## src/dema_pkg.sv

```systemverilog
// ----------------------------------------------------------------------------
// dema_pkg
// Shared types and constants for the dual average trend detector.
// ----------------------------------------------------------------------------
package dema_pkg;

    // channel and data geometry
    localparam int NUM_CHANNELS = 5;
    localparam int CH_W         = 3;
    localparam int DATA_W       = 32;
    localparam int THRESH_W     = 31;

    // configuration port
    localparam int CFG_IDX_W  = 3;
    localparam int CFG_DATA_W = 31;

    // register indexes
    localparam logic [CFG_IDX_W-1:0] CFG_FAST_ALPHA  = 3'd0;
    localparam logic [CFG_IDX_W-1:0] CFG_SLOW_ALPHA  = 3'd1;
    localparam logic [CFG_IDX_W-1:0] CFG_THRESH_BASE = 3'd2;

    // averaging spans used for the reset weights
    localparam int FAST_SAMPLES = 4;
    localparam int SLOW_SAMPLES = 32;

    // trend codes
    typedef enum logic [1:0] {
        TREND_STEADY  = 2'd0,
        TREND_RISING  = 2'd1,
        TREND_FALLING = 2'd2
    } trend_t;

endpackage

```

## src/dual_ema_trend_detector_top.sv

```systemverilog
// ----------------------------------------------------------------------------
// dual_ema_trend_detector_top
// Five-channel fast/slow exponential average trend detector.
// ----------------------------------------------------------------------------
// Takes one signed fixed-point sample per transfer with a channel 0..4 and
// returns the channel, a trend code (steady, rising, falling) and both updated
// averages. Zero samples and channels above 4 are taken and dropped with no
// result. One sample is accepted every cycle while the result side takes its
// results. A result passes the input register, then the result register, and
// is held there until taken. The rate is set by the single update path
// between them: one multiply per average, the add and the fast-minus-slow
// compare. The per-channel averages are written as an item moves into the
// result register, so back-to-back samples on the same channel see each
// other's update. Configuration is written through a plain write port; the
// user must write it while the block is idle; the block does not enforce it.
// ----------------------------------------------------------------------------
module dual_ema_trend_detector_top
    import dema_pkg::*;
#(
    parameter int SAMPLE_FRAC_BITS = 16,
    parameter int ALPHA_FRAC_BITS  = 16
) (
    input  logic                     aclk,
    input  logic                     aresetn,
    // sample input
    input  logic                     s_valid,
    output logic                     s_ready,
    input  logic [CH_W-1:0]          s_channel,
    input  logic signed [DATA_W-1:0] s_sample,
    // trend result
    output logic                     m_valid,
    input  logic                     m_ready,
    output logic [CH_W-1:0]          m_result_channel,
    output logic [1:0]               m_trend,
    output logic signed [DATA_W-1:0] m_fast_average,
    output logic signed [DATA_W-1:0] m_slow_average,
    // configuration
    input  logic                     cfg_wr_en,
    input  logic [CFG_IDX_W-1:0]     cfg_index,
    input  logic [CFG_DATA_W-1:0]    cfg_wr_data
);

    localparam int ALPHA_W = ALPHA_FRAC_BITS + 1;
    localparam longint ALPHA_ONE = longint'(1) << ALPHA_FRAC_BITS;
    localparam longint SAMPLE_ONE = longint'(1) << SAMPLE_FRAC_BITS;
    localparam logic [ALPHA_W-1:0] FAST_ALPHA_RST =
        ALPHA_W'((ALPHA_ONE * 2) / (FAST_SAMPLES + 1));
    localparam logic [ALPHA_W-1:0] SLOW_ALPHA_RST =
        ALPHA_W'((ALPHA_ONE * 2) / (SLOW_SAMPLES + 1));
    localparam logic [THRESH_W-1:0] THRESH_HALF = THRESH_W'(SAMPLE_ONE / 2);
    localparam logic [THRESH_W-1:0] THRESH_HUNDREDTH = THRESH_W'((SAMPLE_ONE + 50) / 100);

    // input stage
    logic                     in_valid_reg;
    logic [CH_W-1:0]          in_channel_reg;
    logic signed [DATA_W-1:0] in_sample_reg;

    // result stage
    logic                     m_valid_reg;
    logic [CH_W-1:0]          m_channel_reg;
    trend_t                   m_trend_reg;
    logic signed [DATA_W-1:0] m_fast_reg;
    logic signed [DATA_W-1:0] m_slow_reg;

    // per-channel averages, zero means unseeded
    logic signed [DATA_W-1:0] fast_store_reg [NUM_CHANNELS];
    logic signed [DATA_W-1:0] slow_store_reg [NUM_CHANNELS];

    logic                     advance;
    logic                     in_take;
    logic                     in_valid_next;
    logic [ALPHA_W-1:0]       fast_alpha;
    logic [ALPHA_W-1:0]       slow_alpha;
    logic [THRESH_W-1:0]      threshold;
    logic signed [DATA_W-1:0] fast_new;
    logic signed [DATA_W-1:0] slow_new;
    logic signed [DATA_W:0]   diff;
    logic signed [DATA_W:0]   thr_pos;
    logic signed [DATA_W:0]   thr_neg;
    trend_t                   trend_next;

    // configuration registers
    dema_cfg #(
        .ALPHA_W         (ALPHA_W),
        .FAST_ALPHA_RST  (FAST_ALPHA_RST),
        .SLOW_ALPHA_RST  (SLOW_ALPHA_RST),
        .THRESH_RST      (THRESH_HALF),
        .THRESH_LAST_RST (THRESH_HUNDREDTH)
    ) u_cfg (
        .aclk        (aclk),
        .aresetn     (aresetn),
        .cfg_wr_en   (cfg_wr_en),
        .cfg_index   (cfg_index),
        .cfg_wr_data (cfg_wr_data),
        .rd_channel  (in_channel_reg),
        .fast_alpha  (fast_alpha),
        .slow_alpha  (slow_alpha),
        .threshold   (threshold)
    );

    // fast and slow average updates
    dema_ema #(.ALPHA_FRAC_BITS(ALPHA_FRAC_BITS)) u_fast (
        .avg     (fast_store_reg[in_channel_reg]),
        .sample  (in_sample_reg),
        .alpha   (fast_alpha),
        .avg_new (fast_new)
    );

    dema_ema #(.ALPHA_FRAC_BITS(ALPHA_FRAC_BITS)) u_slow (
        .avg     (slow_store_reg[in_channel_reg]),
        .sample  (in_sample_reg),
        .alpha   (slow_alpha),
        .avg_new (slow_new)
    );

    // handshake: input stage moves on when the result register is free
    assign advance = in_valid_reg && (!m_valid_reg || m_ready);
    assign s_ready = !in_valid_reg || !m_valid_reg || m_ready;
    assign in_take = s_valid && s_ready;

    // drop empty samples and unknown channels at the door
    always_comb begin
        in_valid_next = in_valid_reg && !advance;
        if (in_take) begin
            in_valid_next = (s_sample != '0) && (s_channel < CH_W'(NUM_CHANNELS));
        end
    end

    // trend decision against the channel dead band
    always_comb begin
        diff    = {fast_new[DATA_W-1], fast_new} - {slow_new[DATA_W-1], slow_new};
        thr_pos = $signed({2'b00, threshold});
        thr_neg = -thr_pos;
        if (diff > thr_pos) begin
            trend_next = TREND_RISING;
        end else if (diff < thr_neg) begin
            trend_next = TREND_FALLING;
        end else begin
            trend_next = TREND_STEADY;
        end
    end

    // input register
    always_ff @(posedge aclk) begin
        if (!aresetn) begin
            in_valid_reg <= 1'b0;
        end else begin
            in_valid_reg <= in_valid_next;
        end
        if (in_take) begin
            in_channel_reg <= s_channel;
            in_sample_reg  <= s_sample;
        end
    end

    // result register and average state
    always_ff @(posedge aclk) begin
        if (!aresetn) begin
            m_valid_reg <= 1'b0;
            for (int i = 0; i < NUM_CHANNELS; i++) begin
                fast_store_reg[i] <= '0;
                slow_store_reg[i] <= '0;
            end
        end else begin
            if (advance) begin
                m_valid_reg                    <= 1'b1;
                fast_store_reg[in_channel_reg] <= fast_new;
                slow_store_reg[in_channel_reg] <= slow_new;
            end else if (m_ready) begin
                m_valid_reg <= 1'b0;
            end
        end
        if (advance) begin
            m_channel_reg <= in_channel_reg;
            m_trend_reg   <= trend_next;
            m_fast_reg    <= fast_new;
            m_slow_reg    <= slow_new;
        end
    end

    assign m_valid          = m_valid_reg;
    assign m_result_channel = m_channel_reg;
    assign m_trend          = m_trend_reg;
    assign m_fast_average   = m_fast_reg;
    assign m_slow_average   = m_slow_reg;

`ifndef SYNTH
    // a zero sample never reaches the compute stage
    a_drop_zero: assert property (@(posedge aclk) disable iff (!aresetn)
        (s_valid && s_ready && (s_sample == '0)) |=> !in_valid_reg)
        else $error("zero sample entered the compute stage");

    // reported channel is always a real channel
    a_channel_range: assert property (@(posedge aclk) disable iff (!aresetn)
        m_valid |-> (m_result_channel < CH_W'(NUM_CHANNELS)))
        else $error("result for a channel out of range");

    // rising means the fast average sits above the slow one
    a_rising_order: assert property (@(posedge aclk) disable iff (!aresetn)
        (m_valid && (m_trend == TREND_RISING)) |-> (m_fast_average > m_slow_average))
        else $error("rising trend with fast not above slow");

    // falling means the fast average sits below the slow one
    a_falling_order: assert property (@(posedge aclk) disable iff (!aresetn)
        (m_valid && (m_trend == TREND_FALLING)) |-> (m_fast_average < m_slow_average))
        else $error("falling trend with fast not below slow");
`endif

endmodule

```

## src/dema_cfg.sv

```systemverilog
// ----------------------------------------------------------------------------
// dema_cfg
// Configuration registers: two averaging weights and one dead band per channel.
// ----------------------------------------------------------------------------
module dema_cfg
    import dema_pkg::*;
#(
    parameter int                        ALPHA_W        = 17,
    parameter logic [ALPHA_W-1:0]        FAST_ALPHA_RST = '0,
    parameter logic [ALPHA_W-1:0]        SLOW_ALPHA_RST = '0,
    parameter logic [THRESH_W-1:0]       THRESH_RST     = '0,
    parameter logic [THRESH_W-1:0]       THRESH_LAST_RST = '0
) (
    input  logic                  aclk,
    input  logic                  aresetn,
    input  logic                  cfg_wr_en,
    input  logic [CFG_IDX_W-1:0]  cfg_index,
    input  logic [CFG_DATA_W-1:0] cfg_wr_data,
    input  logic [CH_W-1:0]       rd_channel,
    output logic [ALPHA_W-1:0]    fast_alpha,
    output logic [ALPHA_W-1:0]    slow_alpha,
    output logic [THRESH_W-1:0]   threshold
);

    localparam logic [ALPHA_W-1:0] ALPHA_ONE = ALPHA_W'(1) << (ALPHA_W - 1);

    logic [ALPHA_W-1:0]  fast_alpha_reg;
    logic [ALPHA_W-1:0]  slow_alpha_reg;
    logic [THRESH_W-1:0] thresh_reg [NUM_CHANNELS];

    // register writes, unknown indexes are dropped
    always_ff @(posedge aclk) begin
        if (!aresetn) begin
            fast_alpha_reg <= FAST_ALPHA_RST;
            slow_alpha_reg <= SLOW_ALPHA_RST;
            for (int i = 0; i < NUM_CHANNELS; i++) begin
                thresh_reg[i] <= (i == NUM_CHANNELS - 1) ? THRESH_LAST_RST : THRESH_RST;
            end
        end else if (cfg_wr_en) begin
            if (cfg_index == CFG_FAST_ALPHA) begin
                fast_alpha_reg <= cfg_wr_data[ALPHA_W-1:0];
            end
            if (cfg_index == CFG_SLOW_ALPHA) begin
                slow_alpha_reg <= cfg_wr_data[ALPHA_W-1:0];
            end
            for (int i = 0; i < NUM_CHANNELS; i++) begin
                if (cfg_index == CFG_THRESH_BASE + CFG_IDX_W'(i)) begin
                    thresh_reg[i] <= cfg_wr_data[THRESH_W-1:0];
                end
            end
        end
    end

    // weights above one count as exactly one
    assign fast_alpha = (fast_alpha_reg > ALPHA_ONE) ? ALPHA_ONE : fast_alpha_reg;
    assign slow_alpha = (slow_alpha_reg > ALPHA_ONE) ? ALPHA_ONE : slow_alpha_reg;

    // dead band of the channel in the compute stage
    assign threshold = thresh_reg[rd_channel];

endmodule

```

## src/dema_ema.sv

```systemverilog
// ----------------------------------------------------------------------------
// dema_ema
// One exponential average update with seeding of an empty average.
// ----------------------------------------------------------------------------
module dema_ema
    import dema_pkg::*;
#(
    parameter int ALPHA_FRAC_BITS = 16
) (
    input  logic signed [DATA_W-1:0]        avg,
    input  logic signed [DATA_W-1:0]        sample,
    input  logic        [ALPHA_FRAC_BITS:0] alpha,
    output logic signed [DATA_W-1:0]        avg_new
);

    localparam int ALPHA_W = ALPHA_FRAC_BITS + 1;
    localparam int PROD_W  = DATA_W + 1 + ALPHA_W + 1;

    logic signed [DATA_W-1:0] base;
    logic signed [DATA_W:0]   delta;
    logic signed [PROD_W-1:0] delta_ext;
    logic signed [PROD_W-1:0] alpha_ext;
    logic signed [PROD_W-1:0] prod;
    logic signed [PROD_W-1:0] step;

    // avg*(1-a) + s*a rewritten as avg + (s-avg)*a, floor via arithmetic shift
    always_comb begin
        base      = (avg == '0) ? sample : avg;
        delta     = {sample[DATA_W-1], sample} - {base[DATA_W-1], base};
        delta_ext = PROD_W'(delta);
        alpha_ext = $signed({{(PROD_W-ALPHA_W){1'b0}}, alpha});
        prod      = delta_ext * alpha_ext;
        step      = prod >>> ALPHA_FRAC_BITS;
        avg_new   = base + step[DATA_W-1:0];
    end

endmodule

```

## config.mk

```make
export PLATFORM = sky130hd
export DESIGN_NAME = dual_ema_trend_detector_top
export DESIGN_NICKNAME = d
export VERILOG_FILES = /design/src/dema_pkg.sv /design/src/dual_ema_trend_detector_top.sv /design/src/dema_cfg.sv /design/src/dema_ema.sv
export SDC_FILE = /design/constraint.sdc
export NUM_CORES = 2
export LEC_CHECK = 0
export BUFFER_PORTS_ARGS = -buffer_cell sky130_fd_sc_hd__buf_2
export CORE_MARGIN = 8
export CORE_UTILIZATION = 59
export CTS_CLUSTER_SIZE = 8
export DETAILED_ROUTE_END_ITERATION = 10
export GPL_TIMING_DRIVEN = 0
export PLACE_DENSITY = 0.79
export SETUP_SLACK_MARGIN = 0.1
export SLEW_MARGIN = 20
export SYNTH_ARGS = -nofsm -noshare
export SYNTH_HDL_FRONTEND = slang
export SYNTH_SLANG_ARGS = --single-unit
export TNS_END_PERCENT = 100
```

## constraint.sdc

```tcl
create_clock -name aclk -period 20 [get_ports aclk]
set_input_delay 4 -clock aclk [delete_from_list [all_inputs] [get_ports aclk]]
set_output_delay 4 -clock aclk [all_outputs]
set_load 0.03 [all_outputs]
```

==> results_dict.tcl <==
set metrics [dict create \
    run_status "completed" \
    io_pins 145 \
    worst-endpoint-required_ns 20.53 \
    cts_buffers 111 \
    fin_crit_sh_pct 99.14 \
    setup.worst_path.start_class "flop" \
    dr_total_vias 66630 \
    worst-setup-path-type "reg -> reg" \
    synthesis.nets 9592 \
    filler_cell_count 10380 \
    tightestPinTransition_ns 1.278 \
    net_count_final 10080 \
    crit_path_max_fanout 10 \
    relSlewSlack_pct 14.63 \
    ys_warn_count 0 \
    floorplan.die_area_sq_mm 0.1494 \
    first_global_vias 66890 \
    cts.path.max_buffers 3 \
    hp-start "in_valid_reg" \
    layout_min_cycle_time_ns 19.83 \
    multi_input_area_sq_mm 0.05308 \
    max_cap_violations 0 \
    synth-main-ff-cell "edfxtp_1" \
    crit_slowest_cell "clkbuf_1" \
    gpl.final_weighted_congestion 1.117 \
    core.rowCount 136 \
    dp_hpwl_um 246600 \
    final-setup-viol-count 0 \
    area_delta_synth_final_pct 15.19 \
    path_delay_family "adder cells" \
    port-buffer-count 143 \
    route.final.wire_length_um 318900 \
    synth_seq_cells 810 \
    grt_first_pass_wirelength_um 455600 \
    antenna_left 0 \
    largest_net_degree_at_the_start_of_global_routing 41 \
    die_w_um 386.5 \
    worst_skew_pair.late_latency_ns 0.72 \
    post_synthesis_instance_total 8096 \
    initialDrtViolationCount 9456 \
    worst_setup_hold_path_clk_slew_ns 0.05 \
    arrival_time_at_the_worst_endpoint_ns 20.36 \
    report.final.slew_viol_count 0 \
    drive_gt1_share_pct 14.24 \
    avgViaCountPerCell 6.380 \
    crit_path_end_kind "flop" \
    hold_path.class "reg -> reg" \
    finClkSkew_ns 0.03407 \
    drc 0 \
    async_reset_ff_share_pct 0 \
    count_of_tritonroute_iterations_in_the_first_routing_pass 9 \
    most_common_library_cell_in_the_layout_ignoring_fill_and_taps "inv_1" \
    synth_enable_flop_cells 771 \
    floorplan.initialDensity_pct 59.20 \
    cts_tree "yes" \
    timing.setup.tns_ns 0 \
    maxClockFrequency_mhz 50.43 \
    drt-wirelength-per-cell_um 30.54 \
    global_route.overflow_total 0 \
    most-common-layout-cells "inv_1 (1471), nor2_1 (1216), fa_1 (1025), edfxtp_1 (771), nand2_1 (677)" \
    clock-root-buffer "clkbuf_16" \
    regArea_sq_mm 0.02394 \
    clkSinkCount 810 \
    groute.usage.overall_pct 41.79 \
    avgSynthCellArea_sq_um 10.00 \
    htreeDepth 3 \
    die_y_um 386.5 \
    synth-seq-area-share_pct 29.55 \
    post_synth_instance_area_sq_mm 0.08099 \
    synth.lib_cells_used.distinct 118 \
    worst_path_largest_cell_delay_ns 0.83 \
    coreArea_sq_mm 0.1368 \
    cp.buffers_inverters 14 \
    worst_path_most_repeated_cell "fa_1" \
    timing.final.hold_violations 0 \
    grt_antenna_before_repair 17 \
]
Yosys cell counts, types with 13 or more instances:
| cell | count | area [sq um] |
|---|---|---|
| a211o_1 | 13 | 113.9 |
| a211oi_1 | 37 | 277.8 |
| a21boi_0 | 33 | 247.7 |
| a21o_1 | 73 | 548.0 |
| a21oi_1 | 206 | 1031 |
| a221oi_1 | 22 | 192.7 |
| a22oi_1 | 13 | 97.59 |
| a31o_2 | 17 | 148.9 |
| a31oi_1 | 33 | 206.5 |
| and2_1 | 131 | 819.5 |
| and3_1 | 44 | 275.3 |
| buf_1 | 26 | 97.59 |
| buf_6 | 14 | 157.7 |
| clkbuf_1 | 268 | 1006 |
| dfxtp_1 | 39 | 780.8 |
| edfxtp_1 | 771 | 23150 |
| fa_1 | 1029 | 20600 |
| ha_1 | 393 | 4917 |
| inv_1 | 1491 | 5597 |
| maj3_1 | 17 | 170.2 |
| mux2_2 | 25 | 281.5 |
| mux2i_1 | 81 | 810.8 |
| mux4_2 | 141 | 3176 |
| nand2_1 | 691 | 2594 |
| nand2b_1 | 111 | 694.4 |
| nand3_1 | 81 | 405.4 |
| nand4_1 | 21 | 131.4 |
| nor2_1 | 1234 | 4632 |
| nor2b_1 | 67 | 419.2 |
| nor3_1 | 108 | 540.5 |
| nor4_1 | 36 | 225.2 |
| o211ai_1 | 30 | 225.2 |
| o21a_1 | 43 | 322.8 |
| o21ai_0 | 130 | 650.6 |
| o21bai_1 | 16 | 120.1 |
| o22ai_1 | 20 | 125.1 |
| o31ai_1 | 23 | 172.7 |
| or2_2 | 23 | 143.9 |
| or3_1 | 24 | 150.1 |
| or4_1 | 14 | 105.1 |
| xnor2_1 | 196 | 1717 |
| xor2_1 | 95 | 832.1 |
per-stage QoR:
step | setup slack, ns | cell area [sq um] | hold slack, ns | util (%) | std cells
after floorplan | 0.2762 | 80990 | 0.4516 | - | 8096
after global placement | -7.691 | 83950 | 0.4683 | 61.36 | 10030
after detailed placement | -7.356 | 85220 | 0.5035 | 62.29 | 10080
after CTS | 0.1100 | 90830 | 0.5329 | 66.39 | 10330
after global routing | -0.2594 | 93260 | 0.5699 | 68.16 | 10430
final | 0.1717 | 93290 | 0.5482 | 68.19 | 10440
layer usage:
metal,global-route usage (%),vias up,share of wire [%]
li1,-,27120,-
met1,51.13,32880,33
met2,60.83,5308,42
met3,16.39,1317,16
met4,29.08,10,9.4
met5,0,-,0.024
kinds of logic (layout without fill, tap and decap cells):
family | Yosys count | count (layout) | share of synthesized area, %
mux | 248 | 248 | 5.287
flops | 810 | 810 | 29.55
buf+inv | 1822 | 2361 | 8.608
fa+ha+maj | 1442 | 1442 | 31.76
other cells | 0 | 14 | 0
compound gates | 844 | 844 | 7.261
simple gates | 2634 | 2634 | 14.26
xor+xnor | 296 | 296 | 3.269
timing repair:
item | in CTS | in global routing
hold endpoints to repair | 0 | 0
cloned | 1 | 2
buffers inserted | 87 | 97
pin swaps | 54 | 108
hold buffers | 0 | 0
resized for setup | 401 | 315
setup endpoints to repair | 474 | 5
cell type report:
cell class	instances	area share, %
Multi-Input combinational cell	5464	56.90
Antenna cell	14	0.03755
Clock inverter	9	0.1502
Tap cell	1794	2.406
Inverter	1498	6.081
Buffer	313	2.065
Clock buffer	159	3.193
Timing Repair Buffer	382	3.502
Sequential cell	810	25.66
path summary, 6_finish.rpt:
path                 to  slack [ns]  cells past startpoint
max          m_trend[1]        0.17                     68
min             m_valid        0.55                      1
max reg2reg  m_trend[1]        0.17                     68
min reg2reg     m_valid        0.55                      1
worst register-to-register path, delay by kind of cell (launching register included):
family,cells,cell delay [ns]
flip-flops,1,0.40
AND/OR/NAND/NOR,10,2.48
adder cells (fa/ha/maj),16,6.37
AO/OA/AOI/OAI,25,5.47
XOR/XNOR,3,1.25
buffers and inverters,14,3.66
Power is not shown: default switching activity piles up to over one toggle a cycle in this logic, so the estimate is an artifact.
